--- config.mk ---
export PLATFORM = sky130hd
export DESIGN_NAME = asymmetric_ramp_limiter
export DESIGN_NICKNAME = d
export VERILOG_FILES = /design/src/design/arl_pkg.sv /design/src/design/arl_div.sv /design/src/design/asymmetric_ramp_limiter.sv
export SDC_FILE = /design/constraint.sdc
export NUM_CORES = 1
export LEC_CHECK = 0
export BUFFER_PORTS_ARGS = -buffer_cell sky130_fd_sc_hd__buf_2
export CORE_MARGIN = 2
export CORE_UTILIZATION = 55
export DETAILED_ROUTE_END_ITERATION = 8
export PLACE_DENSITY_LB_ADDON = 0.08
export SLEW_MARGIN = 20
export SYNTH_ARGS = -nofsm -noshare
export SYNTH_HDL_FRONTEND = slang
export SYNTH_SLANG_ARGS = --single-unit
export TNS_END_PERCENT = 20
--- constraint.sdc ---
create_clock -name clk -period 9.3 [get_ports clk]
set_input_delay 1.86 -clock clk [delete_from_list [all_inputs] [get_ports clk]]
set_output_delay 1.86 -clock clk [all_outputs]
set_load 0.02 [all_outputs]
--- src/design/arl_pkg.sv ---
// Shared types and constants for the asymmetric ramp limiter.
package arl_pkg;

    localparam int RAMP_W = 16;
    localparam int TIME_W = 32;
    localparam int APB_ADDR_W = 3;
    localparam int APB_DATA_W = 32;

    localparam logic [RAMP_W-1:0] RAMP_TIME_RESET = 16'd3000;
    localparam logic [RAMP_W-1:0] RAMP_LENGTH_RESET = 16'd1000;

    // Register index, taken from paddr above the byte offset.
    localparam logic [APB_ADDR_W-3:0] REG_RAMP_TIME = 1'b0;

    typedef struct packed {
        logic busy;
        logic done;
    } div_stat_t;

endpackage

--- src/design/arl_div.sv ---
// Bit-serial restoring divider that yields one quotient bit per cycle.
module arl_div #(
    parameter int DIVIDEND_W = 32,
    parameter int QUOT_W = 16
) (
    input  logic                      clk,
    input  logic                      rst_n,
    input  logic                      start,
    input  logic [DIVIDEND_W-1:0]     dividend,
    input  logic [arl_pkg::RAMP_W-1:0] divisor,
    output logic [QUOT_W-1:0]         quotient,
    output arl_pkg::div_stat_t        stat
);

    localparam int CNT_W = $clog2(DIVIDEND_W + 1);
    localparam int RW = arl_pkg::RAMP_W;

    logic                  busy_reg;
    logic                  done_reg;
    logic [CNT_W-1:0]      cnt_reg;
    logic [RW-1:0]         rem_reg;
    logic [DIVIDEND_W-1:0] quo_reg;
    logic [RW-1:0]         div_reg;

    logic [RW:0]           trial;
    logic [RW:0]           trial_diff;
    logic                  fits;
    logic [RW-1:0]         rem_next;

    always_comb
    begin
        trial = {rem_reg, quo_reg[DIVIDEND_W-1]};
        trial_diff = trial - {1'b0, div_reg};
        fits = (trial >= {1'b0, div_reg});
        rem_next = fits ? trial_diff[RW-1:0] : trial[RW-1:0];
    end

    always_ff @(posedge clk or negedge rst_n)
    begin
        if (!rst_n)
        begin
            busy_reg <= 1'b0;
            done_reg <= 1'b0;
            cnt_reg <= '0;
        end
        else
        begin
            done_reg <= 1'b0;
            if (start)
            begin
                busy_reg <= 1'b1;
                cnt_reg <= CNT_W'(DIVIDEND_W);
            end
            else if (busy_reg)
            begin
                cnt_reg <= cnt_reg - 1'b1;
                if (cnt_reg == CNT_W'(1))
                begin
                    busy_reg <= 1'b0;
                    done_reg <= 1'b1;
                end
            end
        end
    end

    always_ff @(posedge clk)
    begin
        if (start)
        begin
            rem_reg <= '0;
            quo_reg <= dividend;
            div_reg <= divisor;
        end
        else if (busy_reg)
        begin
            rem_reg <= rem_next;
            quo_reg <= {quo_reg[DIVIDEND_W-2:0], fits};
        end
    end

    assign quotient = quo_reg[QUOT_W-1:0];
    assign stat.busy = busy_reg;
    assign stat.done = done_reg;

`ifndef ASSERT_OFF
    a_busy_count: assert property (@(posedge clk) disable iff (!rst_n)
        busy_reg |-> cnt_reg != '0)
        else $error("divider busy with zero count");
`endif

endmodule

--- src/design/asymmetric_ramp_limiter.sv ---
// Top level of the asymmetric ramp limiter with its stream, APB and sequencer logic.
//
// Each input beat carries a target level and a millisecond timestamp and yields one
// output beat with the smoothed level and a ramping flag. A rise of the target starts
// a linear ramp over ramp_time_ms; a fall or a zero ramp time jumps at once. An item
// whose level comes from the ramp formula passes the evaluate, start, divide and output
// states and waits in the divide state for the bit-serial divider, which produces one
// quotient bit per cycle over the LEVEL_WIDTH + 16 bit product; any other item goes
// from evaluate straight to output. The block takes one item at a time and accepts
// the next one while the previous output beat still waits to be taken.
module asymmetric_ramp_limiter #(
    parameter int LEVEL_WIDTH = 16
) (
    input  logic                            clk,
    input  logic                            rst_n,
    // target_level, now_ms
    input  logic [((LEVEL_WIDTH+39)/8)*8-1:0] s_tdata,
    input  logic                            s_tvalid,
    output logic                            s_tready,
    // level
    output logic [((LEVEL_WIDTH+7)/8)*8-1:0]  m_tdata,
    // ramping
    output logic                            m_tuser,
    output logic                            m_tvalid,
    input  logic                            m_tready,
    input  logic                            psel,
    input  logic                            penable,
    input  logic                            pwrite,
    input  logic [arl_pkg::APB_ADDR_W-1:0]  paddr,
    input  logic [arl_pkg::APB_DATA_W-1:0]  pwdata,
    output logic [arl_pkg::APB_DATA_W-1:0]  prdata,
    output logic                            pready
);

    localparam int LW = LEVEL_WIDTH;
    localparam int RW = arl_pkg::RAMP_W;
    localparam int TW = arl_pkg::TIME_W;
    localparam int PW = LEVEL_WIDTH + arl_pkg::RAMP_W;
    localparam int OUT_W = ((LEVEL_WIDTH + 7) / 8) * 8;

    typedef enum logic [2:0] {
        ST_IDLE,
        ST_EVAL,
        ST_START,
        ST_DIV,
        ST_OUT
    } state_t;

    state_t          state_reg;
    logic [RW-1:0]   ramp_time_reg;
    logic [LW-1:0]   held_reg;
    logic [LW-1:0]   start_level_reg;
    logic [LW-1:0]   present_reg;
    logic [TW-1:0]   start_stamp_reg;
    logic [RW-1:0]   ramp_len_reg;
    logic [TW-1:0]   now_reg;
    logic [PW-1:0]   prod_reg;
    logic            up_reg;
    logic            ramp_flag_reg;
    logic [LW-1:0]   out_level_reg;
    logic            out_ramp_reg;
    logic            m_tvalid_reg;

    logic [LW-1:0]   in_target;
    logic [TW-1:0]   in_now;
    logic            in_accept;
    logic            cfg_write;
    logic [TW-1:0]   elapsed;
    logic            ramp_over;
    logic            up;
    logic [LW-1:0]   diff;
    logic            div_start;
    logic [LW-1:0]   quotient;
    arl_pkg::div_stat_t div_stat;

    assign in_target = s_tdata[LW-1:0];
    assign in_now = s_tdata[LW+TW-1:LW];
    assign s_tready = (state_reg == ST_IDLE);
    assign in_accept = s_tvalid && s_tready;

    assign pready = 1'b1;
    assign cfg_write = psel && penable && pwrite && pready
        && (paddr[arl_pkg::APB_ADDR_W-1:2] == arl_pkg::REG_RAMP_TIME);
    assign prdata = (paddr[arl_pkg::APB_ADDR_W-1:2] == arl_pkg::REG_RAMP_TIME)
        ? arl_pkg::APB_DATA_W'(ramp_time_reg) : '0;

    always_comb
    begin
        elapsed = now_reg - start_stamp_reg;
        ramp_over = (elapsed >= TW'(ramp_len_reg));
        up = (held_reg >= start_level_reg);
        diff = up ? (held_reg - start_level_reg) : (start_level_reg - held_reg);
    end

    assign div_start = (state_reg == ST_START);

    arl_div #(
        .DIVIDEND_W(PW),
        .QUOT_W(LW)
    ) u_div (
        .clk(clk),
        .rst_n(rst_n),
        .start(div_start),
        .dividend(prod_reg),
        .divisor(ramp_len_reg),
        .quotient(quotient),
        .stat(div_stat)
    );

    always_ff @(posedge clk or negedge rst_n)
    begin
        if (!rst_n)
        begin
            state_reg <= ST_IDLE;
            ramp_time_reg <= arl_pkg::RAMP_TIME_RESET;
            held_reg <= '0;
            start_level_reg <= '0;
            present_reg <= '0;
            start_stamp_reg <= '0;
            ramp_len_reg <= arl_pkg::RAMP_LENGTH_RESET;
            now_reg <= '0;
            prod_reg <= '0;
            up_reg <= 1'b0;
            ramp_flag_reg <= 1'b0;
            out_level_reg <= '0;
            out_ramp_reg <= 1'b0;
            m_tvalid_reg <= 1'b0;
        end
        else
        begin
            if (cfg_write)
            begin
                ramp_time_reg <= pwdata[RW-1:0];
            end
            if (m_tvalid_reg && m_tready && (state_reg != ST_OUT))
            begin
                m_tvalid_reg <= 1'b0;
            end
            unique case (state_reg)
                ST_IDLE:
                begin
                    if (in_accept)
                    begin
                        now_reg <= in_now;
                        if (in_target != held_reg)
                        begin
                            held_reg <= in_target;
                            start_stamp_reg <= in_now;
                            if ((in_target > present_reg) && (ramp_time_reg != '0))
                            begin
                                start_level_reg <= present_reg;
                                ramp_len_reg <= ramp_time_reg;
                            end
                            else
                            begin
                                start_level_reg <= in_target;
                                present_reg <= in_target;
                                ramp_len_reg <= '0;
                            end
                        end
                        state_reg <= ST_EVAL;
                    end
                end
                ST_EVAL:
                begin
                    up_reg <= up;
                    prod_reg <= PW'(diff) * PW'(elapsed[RW-1:0]);
                    if (ramp_len_reg == '0)
                    begin
                        ramp_flag_reg <= 1'b0;
                        state_reg <= ST_OUT;
                    end
                    else if (ramp_over)
                    begin
                        ramp_flag_reg <= 1'b0;
                        present_reg <= held_reg;
                        state_reg <= ST_OUT;
                    end
                    else
                    begin
                        ramp_flag_reg <= 1'b1;
                        state_reg <= ST_START;
                    end
                end
                ST_START:
                begin
                    state_reg <= ST_DIV;
                end
                ST_DIV:
                begin
                    if (div_stat.done)
                    begin
                        present_reg <= up_reg ? (start_level_reg + quotient)
                                              : (start_level_reg - quotient);
                        state_reg <= ST_OUT;
                    end
                end
                ST_OUT:
                begin
                    if (!m_tvalid_reg || m_tready)
                    begin
                        out_level_reg <= present_reg;
                        out_ramp_reg <= ramp_flag_reg;
                        m_tvalid_reg <= 1'b1;
                        state_reg <= ST_IDLE;
                    end
                end
                default:
                begin
                    state_reg <= ST_IDLE;
                end
            endcase
        end
    end

    assign m_tdata = OUT_W'(out_level_reg);
    assign m_tuser = out_ramp_reg;
    assign m_tvalid = m_tvalid_reg;

`ifndef ASSERT_OFF
    a_one_item: assert property (@(posedge clk) disable iff (!rst_n)
        in_accept |=> !s_tready)
        else $error("input accepted while previous item still in work");
    a_start_below_target: assert property (@(posedge clk) disable iff (!rst_n)
        held_reg >= start_level_reg)
        else $error("ramp start level above held target");
    a_done_in_div: assert property (@(posedge clk) disable iff (!rst_n)
        div_stat.done |-> state_reg == ST_DIV)
        else $error("divider finished outside the divide state");
    a_busy_not_ready: assert property (@(posedge clk) disable iff (!rst_n)
        div_stat.busy |-> !s_tready && !m_tvalid_reg || div_stat.busy && !s_tready)
        else $error("input ready while divider busy");
`endif

endmodule

==> metrics <==
Area growth syn-to-layout=16.2%; number of global-route vias before repair=approximately 21000; Synth Flop Type=dfrtp_1; routed len/inst=18.7 um; Post-synth EDFFs=48; Num CTS Buffers=35; H-tree depth=2; Fmax achieved=110 MHz; gr usage total=0.301; slowest stage delay, CP=0.55 ns; row count=around 80; I/O Buffers=106; final cell count without fillers=3712; fraction of layout instances using a drive strength above 1=0.169; hold path depth=2; final hold vios=0; r2r worst-path depth=42; clk_lat worst skew=0.58 ns; critical path required time=~9.7 ns; Root Driver=clkbuf_16; WP buf/inv=12; Cell variety after synth=84; most frequent cells in the layout=385 x nand2_1, 383 x inv_1, 223 x ha_1; Max Cap Viol=0; CP top delay family=adder cells; most common cell after layout, fill and taps aside=nand2_1; NumNets Final=3605; routability congestion estimate from global placement=0.948; Top Ports=142; grt ovf=0; First-pass DRT Iterations=5; post-route ant nets=0; worst min-delay path category=reg2reg; CTS Buffer Depth=3; fraction of registers with async set/reset=0.764; final setup vio count=0; register area share after synthesis=0.276; RSZ-0062 raised after global routing=yes; area leader, netlist=dfrtp_1; clk_skew=0.0241 ns; cts hold-fix bufs=0; starting density of the core=0.556; routed wire length=69200 um; status=finished, final reports clean; half-perimeter wire length after placement=53100 um; die height=between 200 and 250 um; Synth area leaders=dfrtp_1 19%, fa_1 16%, ha_1 12%; first-pass GRT wire length=112000 um; DP Cell Count=about 3600; fin crit share=0.976; Yosys warnings=0; synthesis-stage register bit count=271; Post-Syn Instances=2856; CP startpoint kind=register; Mean Syn Cell Area=around 8.8 sq um; 1st-iter DRT viols=1494; crit path kind=reg2reg; initial antenna violation count=3; Crit. path cell count=42; Yosys top cell area share=0.193; Slew HR=0.227; Worst path slowest cell=fa_1; Crit. End Element=register; Post-Syn Area=25200 sq um; Slew Limit Fails=0; core area=45300 sq um; worst-path fanout max=6; Clock Sinks=271; DRC Markers=0; largest net degree at the start of global routing=103; Clock transition at path regs=0.06 ns; TritonCTS clock tree=built; vias post-DR=20900; most common cell type on the critical path=fa_1; min Tclk post-route=9.07 ns; total die area=47500 sq um; Worst EP arrival=9.50 ns; Worst-Margin Slew=1.15 ns; vias per cell=5.62; Die X=218 um
[final timing paths]
check	startpoint	end	slack (ns)
worst max-delay path	held_reg[0]$_DFFE_PN0P_	prod_reg[27]$_DFFE_PN0P_	0.23
worst min-delay path	u_div.rem_reg[15]$_SDFFE_PP0P_	u_div.rem_reg[15]$_SDFFE_PP0P_	0.46
worst max register to register	held_reg[0]$_DFFE_PN0P_	prod_reg[27]$_DFFE_PN0P_	0.23
worst min register to register	u_div.rem_reg[15]$_SDFFE_PP0P_	u_div.rem_reg[15]$_SDFFE_PP0P_	0.46
max in group asynchronous	rst_n	u_div.busy_reg$_DFF_PN0_	6.52
min in group asynchronous	rst_n	start_stamp_reg[20]$_DFFE_PN0P_	1.29
[cell type report]
type / count / area [sq um]
Inverter: 391 / 1470
Antenna cell: 1 / 2.50
Tap cell: 600 / 751
Clock buffer: 50 / 982
Fill cell: 3891 / 16000
Multi-Input combinational cell: 2083 / 16800
Sequential cell: 271 / 6960
Clock inverter: 14 / 194
Timing Repair Buffer: 302 / 2110
[repair_timing]
action	in CTS	in global routing
gates cloned	0	0
setup buffers	4	18
pin swaps	12	63
endpoints found under the hold margin	0	0
gates resized for setup	31	78
setup endpoints to repair	6	12
[metrics by stage]
stage / instance area (sq um) / hold WS (ns) / utilization / worst slack, ns / setup TNS, ns
final: 29200 / 0.462 / 0.646 / 0.226 / 0
after CTS: 28600 / 0.464 / 0.633 / -0.0111 / -0.0111
after floorplan: 25200 / 0.418 / - / 0.106 / 0
after global routing: 29200 / 0.498 / 0.646 / -0.143 / -0.388
after detailed placement: 27300 / 0.446 / 0.602 / -0.397 / -0.955
after global placement: 27300 / 0.442 / 0.602 / -0.355 / -0.628
[per-layer routing]
layer / vias up / track usage / part of all wire
met5: - / 0 / 0.00020
met4: 4 / 0.114 / 0.041
met1: 10200 / 0.388 / 0.42
li1: 9868 / - / -
met3: 180 / 0.0449 / 0.053
met2: 569 / 0.511 / 0.49
[synth_stat cells, types with 14 or more instances]
master	n
nand2_1	391
inv_1	390
ha_1	232
nor2_1	222
fa_1	199
dfrtp_1	194
a21oi_1	180
o21ai_0	170
clkbuf_1	97
xnor2_1	80
a21o_1	58
mux2_2	52
xor2_1	51
edfxtp_1	48
nand2b_1	39
nor2b_1	38
nand4_1	31
nor3_1	28
nand3_1	27
mux2i_1	24
o22ai_1	24
and2_1	19
buf_4	18
a31oi_1	16
dfxtp_1	16
nor4_1	16
and3_1	14
[cells by family (layout without fill, tap and decap cells)]
group                      Yosys count  count (layout)  share of synthesized area
buffers and inverters              517             757                     0.0807
DFF                                271             271                      0.276
adders and majority gates          431             431                      0.274
AOI/OAI and AO/OA                  571             571                      0.140
xor gates and xnor gates           131             131                     0.0456
other                                2              18                   0.000298
and+or+nand+nor                    856             856                      0.150
muxes                               77              77                     0.0334
[worst register-to-register path, delay by kind of cell, from the launching register on]
kind	cells	cell delay, ns
compound gates	12	2.01
xor+xnor	2	0.38
fa+ha+maj	9	3.78
buf+inv	12	1.44
flops	1	0.40
mux	1	0.25
simple gates	6	0.67
Power is left out: the tool's default activity adds up to more than one toggle a clock period on the data nets, which glitch-free logic cannot reach.
